File: config.mk
export PLATFORM = sky130hd
export DESIGN_NAME = odc_step
export DESIGN_NICKNAME = d
export VERILOG_FILES = /design/src/odc_pkg.sv /design/src/odc_step.sv
export SDC_FILE = /design/constraint.sdc
export NUM_CORES = 2
export LEC_CHECK = 0
export ABC_AREA = 1
export ABC_CLOCK_PERIOD_IN_PS = 13700
export BUFFER_PORTS_ARGS = -buffer_cell sky130_fd_sc_hd__clkbuf_2
export CORE_AREA = 5 5 599 601
export DETAILED_ROUTE_END_ITERATION = 6
export DIE_AREA = 0 0 604 606
export REMOVE_ABC_BUFFERS = 1
export SLEW_MARGIN = 20
export SYNTH_ARGS = -nofsm -noshare
export SYNTH_HDL_FRONTEND = slang
export SYNTH_SLANG_ARGS = --single-unit
File: constraint.sdc
create_clock -name aclk -period 13.7 [get_ports aclk]
set_input_delay 0.685 -clock aclk [delete_from_list [all_inputs] [get_ports aclk]]
set_output_delay 0.685 -clock aclk [all_outputs]
set_load 0.01 [all_outputs]
File: src/odc_pkg.sv
package odc_pkg;

    localparam int CB_DEFAULT = 16;

    localparam logic KIND_ENCODE = 1'b0;
    localparam logic KIND_DECODE = 1'b1;

    // Per-stage control that travels with every word in the pipeline.
    typedef struct packed {
        logic       valid;
        logic       kind;
        logic       fail;
        logic [2:0] neg;   // sign of x, y, z (bit 0 is x)
    } ctl_t;

endpackage

File: src/odc_step.sv
module odc_step
    import odc_pkg::*;
#(
    parameter int W = CB_DEFAULT,
    parameter int K = 0,
    localparam int F  = W - 1,
    localparam int DW = W + 2,
    localparam int NW = W + F + 3,
    localparam int QW = 2 * F + 1,
    localparam int PW = 4 * F + 6
) (
    input  logic                 aclk,
    input  logic                 aresetn,
    input  logic                 en,
    input  ctl_t                 ctl_i,
    input  logic [1:0][NW-1:0]   rem_i,
    input  logic [DW-1:0]        den_i,
    input  logic [QW-1:0]        q_i,
    input  logic [2:0][PW-1:0]   r_i,
    input  logic [2:0][PW-1:0]   s1_i,
    input  logic [2:0][PW-1:0]   s2_i,
    input  logic [2:0][W-1:0]    acc_i,
    output ctl_t                 ctl_o,
    output logic [1:0][NW-1:0]   rem_o,
    output logic [DW-1:0]        den_o,
    output logic [QW-1:0]        q_o,
    output logic [2:0][PW-1:0]   r_o,
    output logic [2:0][PW-1:0]   s1_o,
    output logic [2:0][PW-1:0]   s2_o,
    output logic [2:0][W-1:0]    acc_o
);

    // One quotient bit of the encode division and one bit of the decode
    // rounding search. The search keeps m*q and m*m*q so that the test
    // (2m-1)^2 q <= 4 a^2 ONE^2 needs only shifts and adds.
    logic [NW-1:0]        dk;
    logic [PW-1:0]        qx;
    logic [1:0]           take_e;
    logic [2:0]           take_d;
    logic [2:0][PW-1:0]   s1c, s2c;
    logic [1:0][NW-1:0]   rem_next, rem_reg;
    logic [2:0][PW-1:0]   s1_next, s2_next, s1_reg, s2_reg, r_reg;
    logic [2:0][W-1:0]    acc_next, acc_reg;
    logic [DW-1:0]        den_reg;
    logic [QW-1:0]        q_reg;
    ctl_t                 ctl_reg;

    always_comb begin
        dk = NW'(den_i) << K;
        qx = PW'(q_i);
        for (int i = 0; i < 2; i++) begin
            take_e[i]   = rem_i[i] >= dk;
            rem_next[i] = take_e[i] ? rem_i[i] - dk : rem_i[i];
        end
        for (int i = 0; i < 3; i++) begin
            s1c[i]     = s1_i[i] + (qx << K);
            s2c[i]     = s2_i[i] + (s1_i[i] << (K + 1)) + (qx << (2 * K));
            take_d[i]  = ((s2c[i] << 2) + qx) <= (r_i[i] + (s1c[i] << 2));
            s1_next[i] = take_d[i] ? s1c[i] : s1_i[i];
            s2_next[i] = take_d[i] ? s2c[i] : s2_i[i];
        end
        acc_next = acc_i;
        if (ctl_i.kind == KIND_DECODE) begin
            for (int i = 0; i < 3; i++) begin
                acc_next[i][K] = take_d[i];
            end
        end else begin
            for (int i = 0; i < 2; i++) begin
                acc_next[i][K] = take_e[i];
            end
        end
    end

    always_ff @(posedge aclk) begin
        if (!aresetn) begin
            ctl_reg <= '0;
        end else if (en) begin
            ctl_reg <= ctl_i;
        end
    end

    always_ff @(posedge aclk) begin
        if (en) begin
            rem_reg <= rem_next;
            den_reg <= den_i;
            q_reg   <= q_i;
            r_reg   <= r_i;
            s1_reg  <= s1_next;
            s2_reg  <= s2_next;
            acc_reg <= acc_next;
        end
    end

    assign ctl_o = ctl_reg;
    assign rem_o = rem_reg;
    assign den_o = den_reg;
    assign q_o   = q_reg;
    assign r_o   = r_reg;
    assign s1_o  = s1_reg;
    assign s2_o  = s2_reg;
    assign acc_o = acc_reg;

endmodule

==> run_results.csv <==
group,metric,value,unit
logic_synthesis,yosys-top-cells-area,"edfxtp_1, nand2_1, ha_1, inv_1, nor2_1",
die,die_area,0.3660,mm^2
die,fp.dieW,604,um
route,vias_per_cell,4.903,
global_route,grt_pass1_vias,85946,
timing,maxSlewHeadroom,20.63,%
power,p_leak,50.48,nW
clock_network,clock-root-buffer,"clkbuf_16",
timing,setup_viol,0,
placed_design,dpl_cell_area,0.09905,mm^2
logic_synthesis,synth_cell_types,70,
critical_path,end_kind,"flip-flop",
finish,post-route-util,29.22,%
clock_network,cts_buffer_depth,4,
logic_synthesis,syn_avg_cell_area,6.849,um^2
logic_synthesis,yosys_register_bits,765,
placed_design,port-buffer-count,1530,
clock_network,clk_pin_slew,0.06,ns
logic_synthesis,syn_area,0.08545,mm^2
route,routed_wl,476.3,mm
timing,fmax,101.0,MHz
finish,nNetsFinal,15878,
min_path,min_path_type,"input port to flip-flop",
status,status,"complete, but fails checks",
critical_path,critical_path_arrival,10.45,ns
die,start_util,24.27,%
placed_design,pre_cts_ws,3.054,ns
route,wire_per_inst,25.13,um
clock_network,numCtsBuffers,98,
timing,slew_violations,0,
logic_synthesis,synth_ff_type,"edfxtp_1",
critical_path,critPathBufInv,7,
clock_network,post_cts_buffers,0,
critical_path,criticalPathCategory,"input port to flip-flop",
critical_path,critical_path.startpoint_type,"input port",
route,vias,92915,
logic_synthesis,synthArstFlopShare,0,%
power,power.density,149.2,mW/mm^2
placed_design,dp_cells,18679,
placed_design,dp_hpwl,415.0,mm
job,cap_violations,0,
power,pwr-share-seq,22.8,%
finish,layout.cells.non_filler,18952,
timing,tns,0,ns
critical_path,cpMostUsedCell,"nand2_1",
clock_network,insertion_delay,0.82,ns
critical_path,crit_required,14.26,ns
route,drc,5,
status,violations,"design-rule violations",
timing,tightest_slew,1.178,ns
die,num_rows,218,
power,switching_share,50.48,%
power,p_comb_share,59.9,%
placed_design,place_congestion,1.024,
route,drtIter0Drc,9732,
timing,finalHoldViolCount,0,
die,fp.coreArea,0.3521,mm^2
logic_synthesis,yosysSeqAreaShare,26.81,%
power,p_switching,7.747,mW
die,ios,1533,
timing,final.min_clock_period,9.897,ns
timing,skew,0,ns
clock_network,cts_tree,"done",
power,total_power,15.35,mW
global_route,antenna_found_initial,71,
route,dr.pass1.iters,7,
finish,nFillCells,39332,
power,p_int,7.601,mW
finish,drive_above_1_share,13.81,%
die,die_height,606,um
power,pwr-share-clk,17.3,%
logic_synthesis,synthCells,12476,
power,ir_drop,0.0001306,V
logic_synthesis,synth-edff-count,759,
logic_synthesis,yosysTopAreaCell,"edfxtp_1",
timing,rsz0062_at_grt,"no",
finish,fin_area,0.1029,mm^2
route,ant_nets,0,
clock_network,cts_resized,0,
clock_network,htree_levels,3,
global_route,grt_max_degree,144,
timing,setup_ws,3.803,ns
global_route,grt_pass1_wl,642.6,mm
critical_path,crit_slowest_cell,"nor4_1",
global_route,grt_usage,24.53,%
finish,register_area,0.02291,mm^2
finish,synthToLayoutAreaGrowth,20.41,%
critical_path,cpPeakStageDelay,0.69,ns
timing,holdWs,0.07193,ns
logic_synthesis,ys.warnings.count,0,
logic_synthesis,synth_top_area_share,26.67,%
finish,multiInputGateArea,0.05515,mm^2
critical_path,path_max_fanout,60,
clock_network,clock-sinks,765,
timing,min_period_over_period,72.24,%
global_route,grt_overflow,0,
critical_path,critPathTopFamily,"simple AND/OR/NAND/NOR gates",
-- placed cells by master, fill, tap and decap left out, types with 14 or more instances in the layout --
master	count
ha_1	900
a21o_1	64
buf_4	49
nand2_1	3905
nand3_1	577
nand3b_1	41
diode_2	39
nor2_1	1188
nor4_1	54
inv_2	17
xnor2_1	238
xor2_1	421
a31oi_1	93
nand4_1	141
clkbuf_1	18
a21oi_1	822
nor2_4	19
clkinv_1	19
clkbuf_16	99
inv_1	1835
nor3_1	155
o21ai_1	26
nand3_2	25
o211ai_1	15
clkbuf_2	1529
edfxtp_1	759
o21a_1	64
dlygate4sd3_1	57
o21bai_1	56
clkinv_2	14
o2111ai_1	16
a21boi_0	21
o21ai_0	541
nand2_2	67
nor2_2	56
fa_1	104
-- layout make-up --
class	instances	share of cell area, %
Antenna cell	39	0.09486
Clock inverter	59	0.5862
Multi-Input combinational cell	9744	53.60
Tap cell	4730	5.752
Sequential cell	765	22.27
Inverter	1858	6.783
Timing Repair Buffer	1639	8.423
Clock buffer	118	2.487
-- path summary, 6_finish.rpt --
| path | from | endpoint | slack [ns] | cells past startpoint |
|---|---|---|---|---|
| max reg2reg | ctl_o[2] | ctl_o[2] | 13.07 | 2 |
| min | r_i[1] | r_o[1] | 0.07 | 1 |
| min reg2reg | ctl_o[5] | ctl_o[5] | 0.50 | 2 |
| max | q_i[25] | s2_o[31] | 3.80 | 39 |
-- worst reg2reg max path, delay by kind of cell (launching register included) --
kind,cells,cell delay [ns]
AO/OA/AOI/OAI,1,0.16
flip-flops,1,0.30
AND/OR/NAND/NOR,1,0.06
-- per-layer routing --
layer  global-route usage (%)  share of wire [%]
met4                    13.91                6.7
met2                    39.34                 44
met3                    4.476                7.9
met1                    30.95                 41
met5                        0              0.052
-- registers in the layout, summed over array words and instances, names as in the netlist --
register / flops
acc_o: 48
rem_o: 68
q_o: 31
ctl_o: 6
s2_o: 198
s1_o: 198
den_o: 18
r_o: 198
-- cell families (layout without fill, tap and decap cells) --
kind of cell / Yosys count / after routing / synth area share [%]
compound gates: 1802 / 1802 / 11.72
other cells: 0 / 39 / 0
flops: 765 / 765 / 26.81
buf+inv: 1967 / 3674 / 8.689
simple gates: 6275 / 6275 / 30.32
fa+ha+maj: 1004 / 1004 / 15.62
xor+xnor: 663 / 663 / 6.844
-- what timing repair did --
item,4_1_cts,5_1_grt
endpoints found under the hold margin,57,0
endpoints found under the setup margin,0,0
hold buffers,57,0
-- power by group through the flow --
stage,logic (mW),registers [mW],clock network [mW]
5_1_grt,10.0,3.53,2.81
2_1_floorplan,5.27,3.72,0
6_report,9.20,3.49,2.66
3_5_place_dp,9.02,3.53,0
4_1_cts,9.08,3.50,2.72
3_3_place_gp,8.96,3.54,0
-- synthesized netlist by cell type, types with 13 or more instances --
cell,number
a211oi_1,13
a21boi_0,21
a21o_1,64
a21oi_1,822
a31oi_1,93
buf_2,33
clkbuf_1,69
edfxtp_1,759
fa_1,104
ha_1,900
inv_1,1835
inv_2,18
nand2_1,3908
nand2_2,67
nand3_1,578
nand3_2,25
nand3b_1,41
nand4_1,141
nor2_1,1189
nor2_2,55
nor2_4,19
nor3_1,155
nor4_1,54
o2111ai_1,16
o211ai_1,15
o21a_1,64
o21ai_0,542
o21ai_1,25
o21bai_1,56
o31ai_1,13
xnor2_1,238
xor2_1,421
No activity file was read; power rests on OpenSTA's default activity.
