[src/odc_pkg.sv]
package odc_pkg;

    localparam int CB_DEFAULT = 16;

    localparam logic KIND_ENCODE = 1'b0;
    localparam logic KIND_DECODE = 1'b1;

    // Per-stage control that travels with every word in the pipeline.
    typedef struct packed {
        logic       valid;
        logic       kind;
        logic       fail;
        logic [2:0] neg;   // sign of x, y, z (bit 0 is x)
    } ctl_t;

endpackage

[src/odc_front.sv]
module odc_front
    import odc_pkg::*;
#(
    parameter int W = CB_DEFAULT,
    localparam int F  = W - 1,
    localparam int LW = W + 1,
    localparam int DW = W + 2,
    localparam int NW = W + F + 3,
    localparam int QW = 2 * F + 1,
    localparam int PW = 4 * F + 6
) (
    input  logic                   aclk,
    input  logic                   aresetn,
    input  logic                   en,
    input  logic                   in_valid,
    input  logic                   in_kind,
    input  logic [W-1:0]           in_x,
    input  logic [W-1:0]           in_y,
    input  logic [W-1:0]           in_z,
    input  logic [W-1:0]           in_u,
    input  logic [W-1:0]           in_v,
    output ctl_t                   ctl_o,
    output logic [1:0][NW-1:0]     rem_o,
    output logic [DW-1:0]          den_o,
    output logic [QW-1:0]          q_o,
    output logic [2:0][PW-1:0]     r_o
);

    localparam logic [W-1:0]  ONE  = W'(1) << F;
    localparam logic [W-1:0]  HALF = W'(1) << (F - 1);
    localparam logic [LW-1:0] ONE1 = LW'(ONE);

    // stage 1: magnitudes, L1 norm, decode unfold prep
    ctl_t          ctl1_next, ctl1_reg;
    logic [W-1:0]  e_ax, e_ay, e_az, d_ax, d_ay, d_az;
    logic [LW-1:0] e_l1, d_s, tu, tv;
    logic          d_xn, d_yn, d_zn;
    logic [W-1:0]  ax1_reg, ay1_reg, az1_reg;
    logic [LW-1:0] l1_reg;

    always_comb begin
        e_ax = in_x[W-1] ? (~in_x + 1'b1) : in_x;
        e_ay = in_y[W-1] ? (~in_y + 1'b1) : in_y;
        e_az = in_z[W-1] ? (~in_z + 1'b1) : in_z;
        e_l1 = LW'(e_ax) + LW'(e_ay) + LW'(e_az);

        tu   = {in_u, 1'b0};
        tv   = {in_v, 1'b0};
        d_xn = in_u < HALF;
        d_yn = in_v < HALF;
        d_ax = d_xn ? W'(ONE1 - tu) : W'(tu - ONE1);
        d_ay = d_yn ? W'(ONE1 - tv) : W'(tv - ONE1);
        d_s  = LW'(d_ax) + LW'(d_ay);
        d_zn = d_s > ONE1;
        d_az = d_zn ? W'(d_s - ONE1) : W'(ONE1 - d_s);

        ctl1_next.valid = in_valid;
        ctl1_next.kind  = in_kind;
        if (in_kind == KIND_DECODE) begin
            ctl1_next.fail = (in_u > ONE) || (in_v > ONE);
            ctl1_next.neg  = {d_zn, d_yn, d_xn};
        end else begin
            ctl1_next.fail = (e_l1 == '0);
            ctl1_next.neg  = {in_z[W-1], in_y[W-1], in_x[W-1]};
        end
    end

    always_ff @(posedge aclk) begin
        if (!aresetn) begin
            ctl1_reg <= '0;
        end else if (en) begin
            ctl1_reg <= ctl1_next;
        end
    end

    always_ff @(posedge aclk) begin
        if (en) begin
            ax1_reg <= (in_kind == KIND_DECODE) ? d_ax : e_ax;
            ay1_reg <= (in_kind == KIND_DECODE) ? d_ay : e_ay;
            az1_reg <= d_az;
            l1_reg  <= e_l1;
        end
    end

    // stage 2: fold lower hemisphere, form dividends
    logic [DW-1:0]        nu, nv, l1x, l1d;
    logic [1:0][NW-1:0]   rem2_next, rem2_reg;
    logic [2:0][W-1:0]    mag2_next, mag2_reg;
    logic [DW-1:0]        den2_reg;
    ctl_t                 ctl2_reg;
    logic                 fold;

    always_comb begin
        fold = ctl1_reg.neg[2];
        l1x  = DW'(l1_reg);
        l1d  = l1x << 1;
        if (fold) begin
            nu = ctl1_reg.neg[0] ? DW'(ay1_reg) : l1d - DW'(ay1_reg);
            nv = ctl1_reg.neg[1] ? DW'(ax1_reg) : l1d - DW'(ax1_reg);
        end else begin
            nu = ctl1_reg.neg[0] ? l1x - DW'(ax1_reg) : l1x + DW'(ax1_reg);
            nv = ctl1_reg.neg[1] ? l1x - DW'(ay1_reg) : l1x + DW'(ay1_reg);
        end
        rem2_next[0] = (NW'(nu) << F) + NW'(l1_reg);
        rem2_next[1] = (NW'(nv) << F) + NW'(l1_reg);
        mag2_next[0] = fold ? ONE - ay1_reg : ax1_reg;
        mag2_next[1] = fold ? ONE - ax1_reg : ay1_reg;
        mag2_next[2] = az1_reg;
    end

    always_ff @(posedge aclk) begin
        if (!aresetn) begin
            ctl2_reg <= '0;
        end else if (en) begin
            ctl2_reg <= ctl1_reg;
        end
    end

    always_ff @(posedge aclk) begin
        if (en) begin
            rem2_reg <= rem2_next;
            den2_reg <= l1d;
            mag2_reg <= mag2_next;
        end
    end

    // stage 3: squares
    ctl_t                 ctl3_reg;
    logic [1:0][NW-1:0]   rem3_reg;
    logic [DW-1:0]        den3_reg;
    logic [2:0][QW-1:0]   sq3_reg;

    always_ff @(posedge aclk) begin
        if (!aresetn) begin
            ctl3_reg <= '0;
        end else if (en) begin
            ctl3_reg <= ctl2_reg;
        end
    end

    always_ff @(posedge aclk) begin
        if (en) begin
            rem3_reg <= rem2_reg;
            den3_reg <= den2_reg;
            for (int i = 0; i < 3; i++) begin
                sq3_reg[i] <= QW'(mag2_reg[i] * mag2_reg[i]);
            end
        end
    end

    // stage 4: squared length and per-component targets
    ctl_t                 ctl4_reg;
    logic [1:0][NW-1:0]   rem4_reg;
    logic [DW-1:0]        den4_reg;
    logic [QW-1:0]        q4_reg;
    logic [2:0][PW-1:0]   r4_reg;

    always_ff @(posedge aclk) begin
        if (!aresetn) begin
            ctl4_reg <= '0;
        end else if (en) begin
            ctl4_reg <= ctl3_reg;
        end
    end

    always_ff @(posedge aclk) begin
        if (en) begin
            rem4_reg <= rem3_reg;
            den4_reg <= den3_reg;
            q4_reg   <= sq3_reg[0] + sq3_reg[1] + sq3_reg[2];
            for (int i = 0; i < 3; i++) begin
                r4_reg[i] <= PW'(sq3_reg[i]) << (2 * F + 2);
            end
        end
    end

    assign ctl_o = ctl4_reg;
    assign rem_o = rem4_reg;
    assign den_o = den4_reg;
    assign q_o   = q4_reg;
    assign r_o   = r4_reg;

endmodule

[config.mk]
export PLATFORM = sky130hd
export DESIGN_NAME = odc_front
export DESIGN_NICKNAME = d
export VERILOG_FILES = /design/src/odc_pkg.sv /design/src/odc_front.sv
export SDC_FILE = /design/constraint.sdc
export NUM_CORES = 2
export LEC_CHECK = 0
export BUFFER_PORTS_ARGS = -buffer_cell sky130_fd_sc_hd__buf_2
export CAP_MARGIN = 20
export CORE_UTILIZATION = 50
export CTS_CLUSTER_DIAMETER = 200
export DETAILED_ROUTE_END_ITERATION = 8
export GPL_TIMING_DRIVEN = 1
export PLACE_DENSITY = 0.78
export SKIP_LAST_GASP = 1
export SLEW_MARGIN = 5
export SYNTH_ARGS = -nofsm -noshare
export SYNTH_HDL_FRONTEND = slang
export SYNTH_SLANG_ARGS = --single-unit
[constraint.sdc]
create_clock -name aclk -period 12.82 [get_ports aclk]
set_input_delay 3.205 -clock aclk [delete_from_list [all_inputs] [get_ports aclk]]
set_output_delay 3.205 -clock aclk [all_outputs]
set_load 0.01 [all_outputs]
==> out/metrics.cfg <==
[timing]
hold_viol_final = 0
fin_crit_sh_pct = 56.1
fin_crit_ps = 7190
maxSlewViolCount = 0
relSlewSlack_pct = 27.4
timing.fmax_mhz = 139
fin_setup_tns_ps = 0
finClkSkew_ps = 40.1
setup_violations = 0
rsz0062_at_grt = no
tightestPinTransition_ps = 1090

[synthesis]
ys.flop_type = edfxtp_1
synth_cells = 4639
yosys_warnings = 0
yosysTopAreaCell = edfxtp_1
synth.most_common_cell = inv_1
synth_top_cell_area_share_pct = 30.1
synth-xor-area-share_pct = 6.18
ys_types = 88
synthTopCellsByArea = edfxtp_1 30%, fa_1 21%, ha_1 11%, inv_1 6.5%, xnor2_1 4.1%
synth_commonest_cells = 833 x inv_1, 516 x fa_1, 483 x edfxtp_1, 432 x ha_1, 340 x nand2_1
synth-edff-count = 483
syn_area_mm2 = 0.0482
synthMuxAreaShare_pct = 1.03
avgSynthCellArea_um2 = 10.4
ys_ff_latch = 507
synth_top_family_by_area = adder cells
yosys.area_share.simple_pct = 10.6
synth_compound_area_share_pct = 8.88
async_flop_share_pct = 0
synthAdderAreaFrac_pct = 32.7
yosysSeqAreaShare_pct = 31.1

[global_route]
grt_max_degree = 180
grt_use_total_pct = 22.8
grt_pass1_wl_mm = 175
antenna_found_initial = 3
first_global_vias = 33100
gr-total-overflow = 0

[route]
dr.pass1.iters = 6
wire_per_inst_um = 17.9
drt-initial-drc-count = 2327
via_per_inst = 5.36
totalWireLength_mm = 111
ant_nets = 0
drc_errors = 0
vias = 33100

[cts]
cts-buffers-inserted = 56
root_buffer = clkbuf_16
cts_resized = 0
holdBufCountCts = 0
clock_sinks = 507
cts_tree = yes
clk_pin_slew_ps = 70
insertion_delay_ps = 660
post_cts_buffers = 0
cts_max_level = 2
cts_buffer_depth = 3

[setup_path]
worstSetupStartpointType = flip-flop
worstPathRequired_ps = 13200
cp_num_buf_inv = 7
path_depth = 24
path_max_fanout = 19
crit_type = flip-flop to flip-flop
r2r_start = mag2_reg[1]
crit_slowest_cell = a221oi_1
crit_chain = and2_1, fa_1, inv_1, fa_1, inv_1, fa_1, inv_1, fa_1, inv_1, fa_1, inv_1, fa_1, inv_1, ha_1, inv_1, o21bai_1, a21o_1, a221oi_1, o221ai_1, o21a_1, nor2_1, o21bai_1, a21oi_1, xnor2_1
endpoint_kind = flip-flop
crit_start = mag2_reg[1]
reg2regPathDepth = 24
crit_arrival_ps = 7570
crit_family = adder cells
slowest_delay_ps = 730
r2r_slack_ps = 5630
r2r_end = sq3_reg[24]
endpoint = sq3_reg[24]
cpMostUsedCell = inv_1

[die]
initial_core_util_pct = 50.6
std_cell_rows = 113
fp.dieH_um = 312
dieArea_mm2 = 0.0976
die_w_um = 312
io-pin-count = 406
core_area_mm2 = 0.0953

[outcome]
status = finished, final reports clean

[placement]
gp_congestion = 0.931
port_buffers = 294
post-dp-hpwl_mm = 89.5

[finish]
fin_nets = 5896
area_growth_pct = 8.16
fillCellCount = 8214
layout-drive-gt1-share_pct = 8.97
seq_area_mm2 = 0.0150
multiInputGateArea_mm2 = 0.0290

[min_path]
min_delay_path_depth = 0
hold_class = flip-flop to flip-flop

[job]
maxCapViolations = 0

cell families after synthesis:
| kind of cell | after synthesis |
|---|---|
| buffers and inverters | 1082 |
| and+or+nand+nor | 1060 |
| AOI/OAI and AO/OA | 653 |
| muxes | 48 |
| DFF | 507 |
| adders and majority gates | 948 |
| other | 1 |
| xor gates and xnor gates | 340 |
layout by cell type (no fill, tap or decap), drive strengths merged, types with 19 or more instances in the layout:
cell type  instances
nor3              53
fa               516
ha               432
conb             111
nor4              23
nand2            340
mux2i             39
and3              20
dfxtp             24
or3               23
inv              838
nand3             36
o211ai            19
a211oi            22
xor2             115
edfxtp           483
a21o              66
o31ai             28
xnor2            225
and2             139
o21a              48
nand2b            24
o21bai            19
a21oi            184
clkbuf            68
o21ai            135
buf              305
nor2b             46
nor2             270
cell type report:
class / count / share of cell area (%)
multi-input combinational: 3160 / 55.7
sequential: 507 / 28.8
inverter: 833 / 6.00
tap: 1265 / 3.04
timing repair buffer: 305 / 3.02
clock buffer: 68 / 2.82
clock inverter: 33 / 0.687
antenna: 1 / 0.00480
per-layer routing:
metal  share of wire (%)  track usage [%]  routed length (um)
met1                  41             29.9               45700
met2                  49             38.6               54500
met3                 5.5             2.67                6120
met4                 4.0             8.83                4440
met5                   0                0                   0
per-stage QoR:
| stage | instance area, um2 | hold slack [ps] | utilization, % | setup slack (ps) | instances |
|---|---|---|---|---|---|
| after CTS | 52100 | 403 | 54.7 | 5710 | 6171 |
| after floorplan | 48600 | 400 | - | 5590 | 4749 |
| after global routing | 52100 | 418 | 54.7 | 5270 | 6171 |
| after detailed placement | 50300 | 405 | 52.8 | 5100 | 6070 |
| final | 52100 | 409 | 54.7 | 5630 | 6172 |
| after global placement | 50300 | 400 | 52.8 | 5180 | 6070 |
worst min-delay path by stage:
stage                     slack [ps]           end         start
final                            410  rem3_reg[51]  rem2_reg[51]
after global routing             420  rem3_reg[51]  rem2_reg[51]
after CTS                        400  rem3_reg[51]  rem2_reg[51]
after detailed placement         400  mag2_reg[46]   az1_reg[14]
after global placement           400  mag2_reg[46]   az1_reg[14]
after floorplan                  400  den3_reg[16]  den2_reg[16]
Power is left out: the tool's default activity adds up to more than one toggle a clock period on the data nets, which glitch-free logic cannot reach.
