File: src/odc_pkg.sv
package odc_pkg;

    localparam int CB_DEFAULT = 16;

    localparam logic KIND_ENCODE = 1'b0;
    localparam logic KIND_DECODE = 1'b1;

    // Per-stage control that travels with every word in the pipeline.
    typedef struct packed {
        logic       valid;
        logic       kind;
        logic       fail;
        logic [2:0] neg;   // sign of x, y, z (bit 0 is x)
    } ctl_t;

endpackage

File: src/odc_back.sv
module odc_back
    import odc_pkg::*;
#(
    parameter int W = CB_DEFAULT,
    localparam int F = W - 1
) (
    input  logic              aclk,
    input  logic              aresetn,
    input  logic              en,
    input  ctl_t              ctl_i,
    input  logic [2:0][W-1:0] acc_i,
    output logic              valid_o,
    output logic [W-1:0]      u_o,
    output logic [W-1:0]      v_o,
    output logic [2:0][W-1:0] dir_o,
    output logic              ok_o
);

    localparam logic [W-1:0] ONE  = W'(1) << F;
    localparam logic [W-1:0] HALF = W'(1) << (F - 1);
    localparam logic [W-1:0] MAXP = ONE - 1'b1;

    logic              valid_reg, ok_next, ok_reg;
    logic [W-1:0]      u_next, v_next, u_reg, v_reg;
    logic [2:0][W-1:0] dir_next, dir_reg;

    always_comb begin
        u_next   = '0;
        v_next   = '0;
        dir_next = '0;
        ok_next  = !ctl_i.fail;
        if (ctl_i.kind == KIND_DECODE) begin
            if (ctl_i.fail) begin
                dir_next[2] = MAXP;
            end else begin
                for (int i = 0; i < 3; i++) begin
                    if (ctl_i.neg[i]) begin
                        dir_next[i] = ~acc_i[i] + 1'b1;
                    end else begin
                        // a full-scale positive component saturates
                        dir_next[i] = acc_i[i][F] ? MAXP : acc_i[i];
                    end
                end
            end
        end else begin
            u_next = ctl_i.fail ? HALF : acc_i[0];
            v_next = ctl_i.fail ? HALF : acc_i[1];
        end
    end

    always_ff @(posedge aclk) begin
        if (!aresetn) begin
            valid_reg <= 1'b0;
        end else if (en) begin
            valid_reg <= ctl_i.valid;
        end
    end

    always_ff @(posedge aclk) begin
        if (en) begin
            u_reg   <= u_next;
            v_reg   <= v_next;
            dir_reg <= dir_next;
            ok_reg  <= ok_next;
        end
    end

    assign valid_o = valid_reg;
    assign u_o     = u_reg;
    assign v_o     = v_reg;
    assign dir_o   = dir_reg;
    assign ok_o    = ok_reg;

endmodule

File: config.mk
export PLATFORM = sky130hd
export DESIGN_NAME = odc_back
export DESIGN_NICKNAME = d
export VERILOG_FILES = /design/src/odc_pkg.sv /design/src/odc_back.sv
export SDC_FILE = /design/constraint.sdc
export NUM_CORES = 1
export LEC_CHECK = 0
export BUFFER_PORTS_ARGS = -buffer_cell sky130_fd_sc_hd__clkbuf_2
export CAP_MARGIN = 20
export CORE_ASPECT_RATIO = 0.5
export CORE_MARGIN = 4
export CORE_UTILIZATION = 51
export CTS_CLUSTER_DIAMETER = 150
export DETAILED_ROUTE_END_ITERATION = 10
export GPL_TIMING_DRIVEN = 1
export PLACE_DENSITY = 0.8
export SLEW_MARGIN = 20
export SYNTH_ARGS = -nofsm -noshare
export SYNTH_HDL_FRONTEND = slang
export SYNTH_SLANG_ARGS = --single-unit
File: constraint.sdc
create_clock -name aclk -period 2 [get_ports aclk]
set_input_delay 0.2 -clock aclk [delete_from_list [all_inputs] [get_ports aclk]]
set_output_delay 0.2 -clock aclk [all_outputs]
set_load 0.01 [all_outputs]
==> results.sh, run 1 <==
export IMPL_syn_inst=378
export IMPL_cts_made_buffers=9
export IMPL_tritoncts="done"
export IMPL_crit_fanout=6
export IMPL_start_kind="input pin"
export IMPL_track_usage_pct=22.06
export IMPL_die_x_um=137.0
export IMPL_die_area_mm2=0.009931
export IMPL_yosysTopAreaCellShare_pct=57.33
export IMPL_grt_max_degree=39
export IMPL_insertedDiodeCount=0
export IMPL_final_nets=586
export IMPL_grt_ovfl_total=0
export IMPL_grt_pass1_wl_um=16920
export IMPL_max_freq_mhz=633.0
export IMPL_synth_area_mm2=0.004243
export IMPL_wl_um=10970
export IMPL_syn_nets=438
export IMPL_ctsResizeCount=0
export IMPL_drt_first_pass_iters=5
export IMPL_clockRootBuffer="clkbuf_16"
export IMPL_synthArstFlopShare_pct=0
export IMPL_coreArea_mm2=0.008058
export IMPL_fin_crit_sh_pct=78.99
export IMPL_ys_types=49
export IMPL_rsz0062_at_grt="no"
export IMPL_rows=23
export IMPL_final_hold_viol_count=0
export IMPL_cts_hold_buf=0
export IMPL_leakage_uw=0.002138
export IMPL_dr_first_iter_drc_count=349
export IMPL_relSlewSlack_pct=39.84
export IMPL_cts_clk_slew_worst_paths_ps=60
export IMPL_dr_total_vias=3817
export IMPL_route_detailed_drc=0
export IMPL_clk_latency_ps=330
export IMPL_finalSetupViolations=0
export IMPL_power_density_mw_per_mm2=829.1
export IMPL_slew_violations=0
export IMPL_die_h_um=72.50
export IMPL_synth_top_area_cell="edfxtp_1"
export IMPL_hp_class="in -> reg"
export IMPL_grt_pass1_vias=3435
export IMPL_worstSetupPathType="in -> reg"
export IMPL_wl_per_cell_um=17.08
export IMPL_routed_via_density=5.945
export IMPL_layout_min_cycle_time_ps=1580
export IMPL_synth_edff_count=81
export IMPL_cts_max_level=3
export IMPL_post_cts_buffers=0
export IMPL_io_buffers=138
export IMPL_areaGrowthSynthToFinish_pct=29.28
export IMPL_cp_end_kind="register"
export IMPL_layout_commonest_cell="clkbuf_2"
export IMPL_synth_main_ff_cell="edfxtp_1"
export IMPL_final_cell_mix="clkbuf_2 (137), edfxtp_1 (81), a21oi_1 (42)"
export IMPL_status="finished, final reports clean"
export IMPL_final_instance_count_excl_fill=642
export IMPL_place_congestion=0.8739
export IMPL_synth_top_cells_by_area="edfxtp_1 (57%), a21oi_1 (5.0%), and2_1 (3.4%)"
export IMPL_drive_above_1_share_pct=34.72
export IMPL_yosys_warnings=0
export IMPL_cp_arrival_ps=1640
export IMPL_ios=139
export IMPL_tightest_slew_ps=899.0
export IMPL_dp_cells=627
export IMPL_cts_sinks=82
export IMPL_avgSynthCellArea_um2=11.22
export IMPL_start_util_pct=52.66
export IMPL_worst_ep_required_time_ps=2060
export IMPL_ant_nets=0
export IMPL_clockBufferDepth=2
export IMPL_finClkSkew_ps=0
export IMPL_yosysSeqAreaShare_pct=57.80
export IMPL_ys_ff_latch=82
export IMPL_ir_worst_vdd_uv=627.9
export IMPL_cap_violations=0
export IMPL_setup_tns_ps=0
export IMPL_antenna_found_initial=0
export IMPL_dpl_hpwl_um=7784
-- flip-flops by register name (all words and copies together) (netlist names) --
signal   cells
u_o         16
ok_o         1
dir_o       48
v_o         16
valid_o      1
-- where the power goes --
group | switching, uW | internal [uW]
sequential | 37.5 | 2040
combinational | 395 | 240
clock | 632 | 1210
total | 1060 | 3480
-- path summary, 6_finish.rpt --
path	from	end	slack, ps	cells after the start
min	aresetn	valid_o$_SDFFE_PN0P_	80	2
max	acc_i[25]	dir_o[30]$_SDFFCE_PP0P_	420	5
max reg2reg	valid_o$_SDFFE_PN0P_	valid_o$_SDFFE_PN0P_	1410	2
min reg2reg	valid_o$_SDFFE_PN0P_	valid_o$_SDFFE_PN0P_	530	2
-- logic make-up after synthesis --
kind of cell / Yosys count / synth area share [%]
and+or+nand+nor: 148 / 20.73
AOI/OAI and AO/OA: 100 / 15.48
DFF: 82 / 57.80
buffers and inverters: 38 / 3.598
xor gates and xnor gates: 5 / 1.032
adders and majority gates: 3 / 0.8848
muxes: 2 / 0.4719
-- synth_stat cells (all sizes together) (4+ instances only) --
master  number
clkbuf      19
nor2        23
o21ai        9
nor4         9
nor4b        7
inv         14
a21oi       42
a311oi      16
nand3b       4
a31oi        6
nor3        25
a211oi       7
nand2        8
nand3       15
edfxtp      81
and2        24
nand4       13
or4          4
nor2b        4
-- area by class of cell --
class	instances	area [um2]
clock inverters	6	106.4
inverters	16	60.06
fillers	639	2572
flip-flops and latches	82	2452
repair buffers	159	863.3
multi-input cells	258	1638
clock buffers	9	225.2
well taps	112	140.1
-- per-layer routing --
layer  vias to the layer above  track usage [%]  share of wire [%]
met5                         -                0                  0
met4                         0            6.527                1.2
met3                        13            7.618                 11
met2                       210            36.41                 49
met1                      1804            27.83                 39
li1                       1790                -                  -
-- metrics by stage --
step                power (uW)  hold slack, ps  utilization, %  setup WS [ps]  area, um2
floorplan                 2397           312.5               -          302.7       4243
global placement          2727           408.1           63.96          108.7       5154
detailed placement        2741           435.5           63.96          96.18       5154
CTS                       4578           72.10           68.07          447.5       5485
global route              4733           77.85           68.07          347.6       5485
finish                    4548           80.61           68.07          420.3       5485
-- worst max-delay path: stages --
cell      delay [ps]
clkbuf_2         130
or4_4            580
or4_4            440
o21ai_0          190
a211oi_1         100
(Power assumes the default switching activity.)
==> run 2, diff against run 1 <==
clock period = 1.5 ns   (was 2 ns; I/O delays follow)
==> run 2 against run 1 <==
- sequential power up 33%
- clock power up 37%
- first-iteration DRC count down 10%
- core utilization up 4.9 points
- cell area up 7.3%
- die area unchanged
- hold slack worse by 33 ps
- clock-buffer cell count unchanged
- setup slack worse by 330 ps
- routed wire length up 3.0%
- critical path type unchanged
- largest power group unchanged
- highest routed layer unchanged
==> results.sh, run 2 (same netlist as run 1, synthesis figures left out) <==
export IMPL_grt_pass1_vias=3615
export IMPL_worstSetupPathType="in -> reg"
export IMPL_start_util_pct=52.66
export IMPL_switchingPower_uw=1490
export IMPL_die_h_um=72.50
export IMPL_setup_tns_ps=0
export IMPL_grt_ovfl_total=0
export IMPL_insertedDiodeCount=0
export IMPL_fin_crit_sh_pct=93.79
export IMPL_die_x_um=137.0
export IMPL_power_density_mw_per_mm2=1059
export IMPL_place_congestion=0.9013
export IMPL_route_detailed_drc=0
export IMPL_fillers=573
export IMPL_slew_violations=0
export IMPL_dr_total_vias=3877
export IMPL_tightest_slew_ps=415.6
export IMPL_wl_per_cell_um=16.42
export IMPL_final_instance_count_excl_fill=688
export IMPL_routed_via_density=5.635
export IMPL_antenna_found_initial=0
export IMPL_drt_first_pass_iters=5
export IMPL_max_freq_mhz=710.8
export IMPL_ff2ff_path_depth=2
export IMPL_relSlewSlack_pct=71.93
export IMPL_coreArea_mm2=0.008058
export IMPL_post_cts_buffers=0
export IMPL_hp_class="in -> reg"
export IMPL_grt_max_degree=40
export IMPL_clockRootBuffer="clkbuf_16"
export IMPL_finalSetupViolations=0
export IMPL_cts_made_buffers=9
export IMPL_worst_ep_required_time_ps=1670
export IMPL_leakage_uw=0.002380
export IMPL_clk_latency_ps=340
export IMPL_cts_sinks=82
export IMPL_areaGrowthSynthToFinish_pct=38.66
export IMPL_rows=23
export IMPL_fin_util_pct=73.01
export IMPL_ir_worst_vdd_uv=704.7
export IMPL_cp_arrival_ps=1570
export IMPL_grt_pass1_wl_um=17730
export IMPL_final_nets=631
export IMPL_layout_commonest_cell="clkbuf_2"
export IMPL_cap_violations=0
export IMPL_final_cell_mix="clkbuf_2 (137), edfxtp_1 (81), buf_4 (64)"
export IMPL_tritoncts="done"
export IMPL_cts_clk_slew_worst_paths_ps=60
export IMPL_cp_end_kind="register"
export IMPL_intPower_uw=4739
export IMPL_finClkSkew_ps=0
export IMPL_ant_nets=0
export IMPL_status="finished, final reports clean"
export IMPL_layout_min_cycle_time_ps=1407
export IMPL_power_share_switching_pct=23.92
export IMPL_crit_fanout=3
export IMPL_clockBufferDepth=2
export IMPL_wl_um=11300
export IMPL_dp_cells=672
export IMPL_clkPwrFrac_pct=40.4
export IMPL_power_frac_seq_pct=44.5
export IMPL_ios=139
export IMPL_die_area_mm2=0.009931
export IMPL_power_frac_comb_pct=15.1
export IMPL_drive_above_1_share_pct=40.63
export IMPL_dr_first_iter_drc_count=313
export IMPL_io_buffers=138
export IMPL_rsz0062_at_grt="no"
export IMPL_start_kind="input pin"
export IMPL_ctsResizeCount=0
export IMPL_dpl_hpwl_um=8282
export IMPL_largest_reg_flops=48
export IMPL_holdPathStages=2
export IMPL_track_usage_pct=23.30
export IMPL_cts_hold_buf=0
export IMPL_cts_max_level=3
export IMPL_final_hold_viol_count=0
-- run 2: critical path: stages --
cell	delay (ps)
clkbuf_2	90
or4_4	550
or4_4	450
o21ai_1	140
nor4b_2	200
-- run 2: final timing paths --
check                  startpoint                      end  slack, ps
max                     acc_i[25]  dir_o[31]$_SDFFCE_PP0P_         90
min                       aresetn     valid_o$_SDFFE_PN0P_         50
max reg2reg  valid_o$_SDFFE_PN0P_     valid_o$_SDFFE_PN0P_        910
min reg2reg  valid_o$_SDFFE_PN0P_     valid_o$_SDFFE_PN0P_        530
-- run 2: layout make-up --
| class | count | area, um2 | area share (%) |
|---|---|---|---|
| clock buffer | 9 | 225.2 | 3.828 |
| sequential | 82 | 2452 | 41.68 |
| clock inverter | 7 | 116.4 | 1.978 |
| inverter | 16 | 60.06 | 1.021 |
| multi-input combinational | 258 | 1663 | 28.26 |
| timing repair buffer | 204 | 1226 | 20.84 |
| tap | 112 | 140.1 | 2.382 |
-- run 2: power groups by stage --
stage	combinational, uW	clock (uW)	sequential, uW
final	941	2520	2770
after global routing	1030	2690	2780
after CTS	944	2570	2770
after detailed placement	940	0	2820
after global placement	920	0	2810
after floorplan	288	0	2910
-- run 2: metrics by stage --
stage	hold slack, ps	worst slack [ps]	total power [uW]	instance area [um2]
final	47.74	93.08	6228	5883
after global routing	54.66	72.78	6500	5883
after CTS	31.91	100.2	6281	5883
after detailed placement	391.8	-282.4	3755	5542
after global placement	359.6	-228.4	3734	5542
after floorplan	262.5	-111.9	3200	4270
-- run 2: per-layer routing --
layer / GRT usage (%) / wire length [um] / up-vias
li1: - / - / 1888
met1: 28.55 / 4736 / 1812
met2: 38.09 / 5430 / 154
met3: 7.825 / 877 / 23
met4: 10.07 / 252 / 0
met5: 0 / 0 / -
==> run 3, diff against run 2 <==
RECOVER_POWER = 50   (was not set)
==> run 3 against run 2 <==
- power fell by 0.26%
- sequential share of layout area rose by 0.38 points
- sequential cell count did not move
- highest routed layer unchanged
==> results.sh, run 3 (same netlist as run 1, synthesis figures left out) <==
export IMPL_regToRegStartpoint="valid_o$_SDFFE_PN0P_"
export IMPL_setup_tns_ps=0
export IMPL_crit_fanout=3
export IMPL_tritoncts="done"
export IMPL_ir_worst_vdd_uv=704.8
export IMPL_wl_per_cell_um=16.37
export IMPL_fillers=586
export IMPL_rows=23
export IMPL_dp_slack_ps=-282.4
export IMPL_tightest_slew_ps=936.9
export IMPL_antenna_found_initial=0
export IMPL_hp_start="aresetn"
export IMPL_ff2ff_path_depth=2
export IMPL_areaGrowthSynthToFinish_pct=37.39
export IMPL_status="finished, final reports clean"
export IMPL_dp_cells=672
export IMPL_routed_via_density=5.650
export IMPL_multi_input_area_mm2=0.001659
export IMPL_fin_hold_ws_ps=49.02
export IMPL_largest_reg_flops=48
export IMPL_cts_hold_buf=0
export IMPL_cts_sinks=82
export IMPL_r2r_end="valid_o$_SDFFE_PN0P_"
export IMPL_rsz0062_at_grt="no"
export IMPL_ios=139
export IMPL_ctsResizeCount=0
export IMPL_die_x_um=137.0
export IMPL_whs_endpoint="valid_o$_SDFFE_PN0P_"
export IMPL_final_hold_viol_count=0
export IMPL_clockRootBuffer="clkbuf_16"
export IMPL_relSlewSlack_pct=37.54
export IMPL_fin_crit_sh_pct=93.90
export IMPL_final_instance_count_excl_fill=688
export IMPL_route_detailed_drc=0
export IMPL_coreArea_mm2=0.008058
export IMPL_final_nets=631
export IMPL_slew_violations=0
export IMPL_clockBufferDepth=2
export IMPL_leakage_uw=0.002340
export IMPL_io_buffers=138
export IMPL_track_usage_pct=23.30
export IMPL_layout_min_cycle_time_ps=1409
export IMPL_ant_nets=0
export IMPL_die_area_mm2=0.009931
export IMPL_final_setup_worst_slack_ps=91.46
export IMPL_post_cts_buffers=0
export IMPL_dr_first_iter_drc_count=353
export IMPL_finalSetupViolations=0
export IMPL_layout_commonest_cell="clkbuf_2"
export IMPL_rrSetupSlack_ps=900
export IMPL_regArea_mm2=0.002452
export IMPL_dr_total_vias=3887
export IMPL_cts_made_buffers=9
export IMPL_grt_max_degree=40
export IMPL_cp_arrival_ps=1570
export IMPL_start_util_pct=52.66
export IMPL_finClkSkew_ps=0
export IMPL_grt_ovfl_total=0
export IMPL_power_density_mw_per_mm2=1066
export IMPL_dpl_hpwl_um=8282
export IMPL_grt_pass1_vias=3615
export IMPL_wl_um=11260
export IMPL_drt_first_pass_iters=5
export IMPL_hp_class="in -> reg"
export IMPL_drive_above_1_share_pct=39.41
export IMPL_grt_pass1_wl_um=17730
export IMPL_start_kind="input pin"
export IMPL_final_cell_mix="clkbuf_2 (138), edfxtp_1 (81), buf_4 (59)"
export IMPL_die_h_um=72.50
export IMPL_worst_ep_required_time_ps=1660
export IMPL_place_congestion=0.9013
export IMPL_clk_latency_ps=340
export IMPL_worstSetupPathType="in -> reg"
export IMPL_cts_clk_slew_worst_paths_ps=60
export IMPL_holdPathStages=2
export IMPL_cts_max_level=3
export IMPL_max_freq_mhz=710.0
export IMPL_insertedDiodeCount=0
export IMPL_cp_end_kind="register"
export IMPL_cap_violations=0
run 3: critical path: stages:
cell,delay (ps)
clkbuf_2,90
or4_4,550
or4_4,450
o21ai_1,140
nor4b_2,200
run 3: worst max-delay path by stage:
stage	startpoint	endpoint	slack, ps	cells past startpoint
after detailed placement	acc_i[25]	dir_o[31]$_SDFFCE_PP0P_	-280	5
after global routing	acc_i[25]	dir_o[29]$_SDFFCE_PP0P_	70	6
after floorplan	acc_i[25]	dir_o[31]$_SDFFCE_PP0P_	-110	4
after CTS	acc_i[25]	dir_o[31]$_SDFFCE_PP0P_	100	5
after global placement	acc_i[25]	dir_o[31]$_SDFFCE_PP0P_	-230	5
final	acc_i[25]	dir_o[31]$_SDFFCE_PP0P_	90	5
run 3: metal layers:
metal  vias to the layer above  share of wire (%)  track usage [%]
met5                         -                  0                0
met4                         0                1.7            10.07
met3                        18                8.9            7.825
met2                       178                 48            38.09
met1                      1803                 41            28.55
li1                       1888                  -                -
run 3: cell type report:
| class | instances | area share (%) |
|---|---|---|
| clock buffer | 9 | 3.863 |
| clock inverter | 7 | 1.996 |
| inverter | 16 | 1.030 |
| multi-input combinational | 258 | 28.46 |
| sequential | 82 | 42.07 |
| tap | 112 | 2.404 |
| timing repair buffer | 204 | 20.18 |
run 3: power by group:
part	internal [uW]	switching (uW)
logic	380	541
clock network	1630	895
registers	2720	52.0
run 3: through the flow:
step | total power [uW] | util, % | cell area (um2)
after floorplan | 3200 | - | 4270
after global placement | 3734 | 68.77 | 5542
after detailed placement | 3755 | 68.77 | 5542
after CTS | 6281 | 73.01 | 5883
after global routing | 6483 | 72.34 | 5829
final | 6212 | 72.34 | 5829
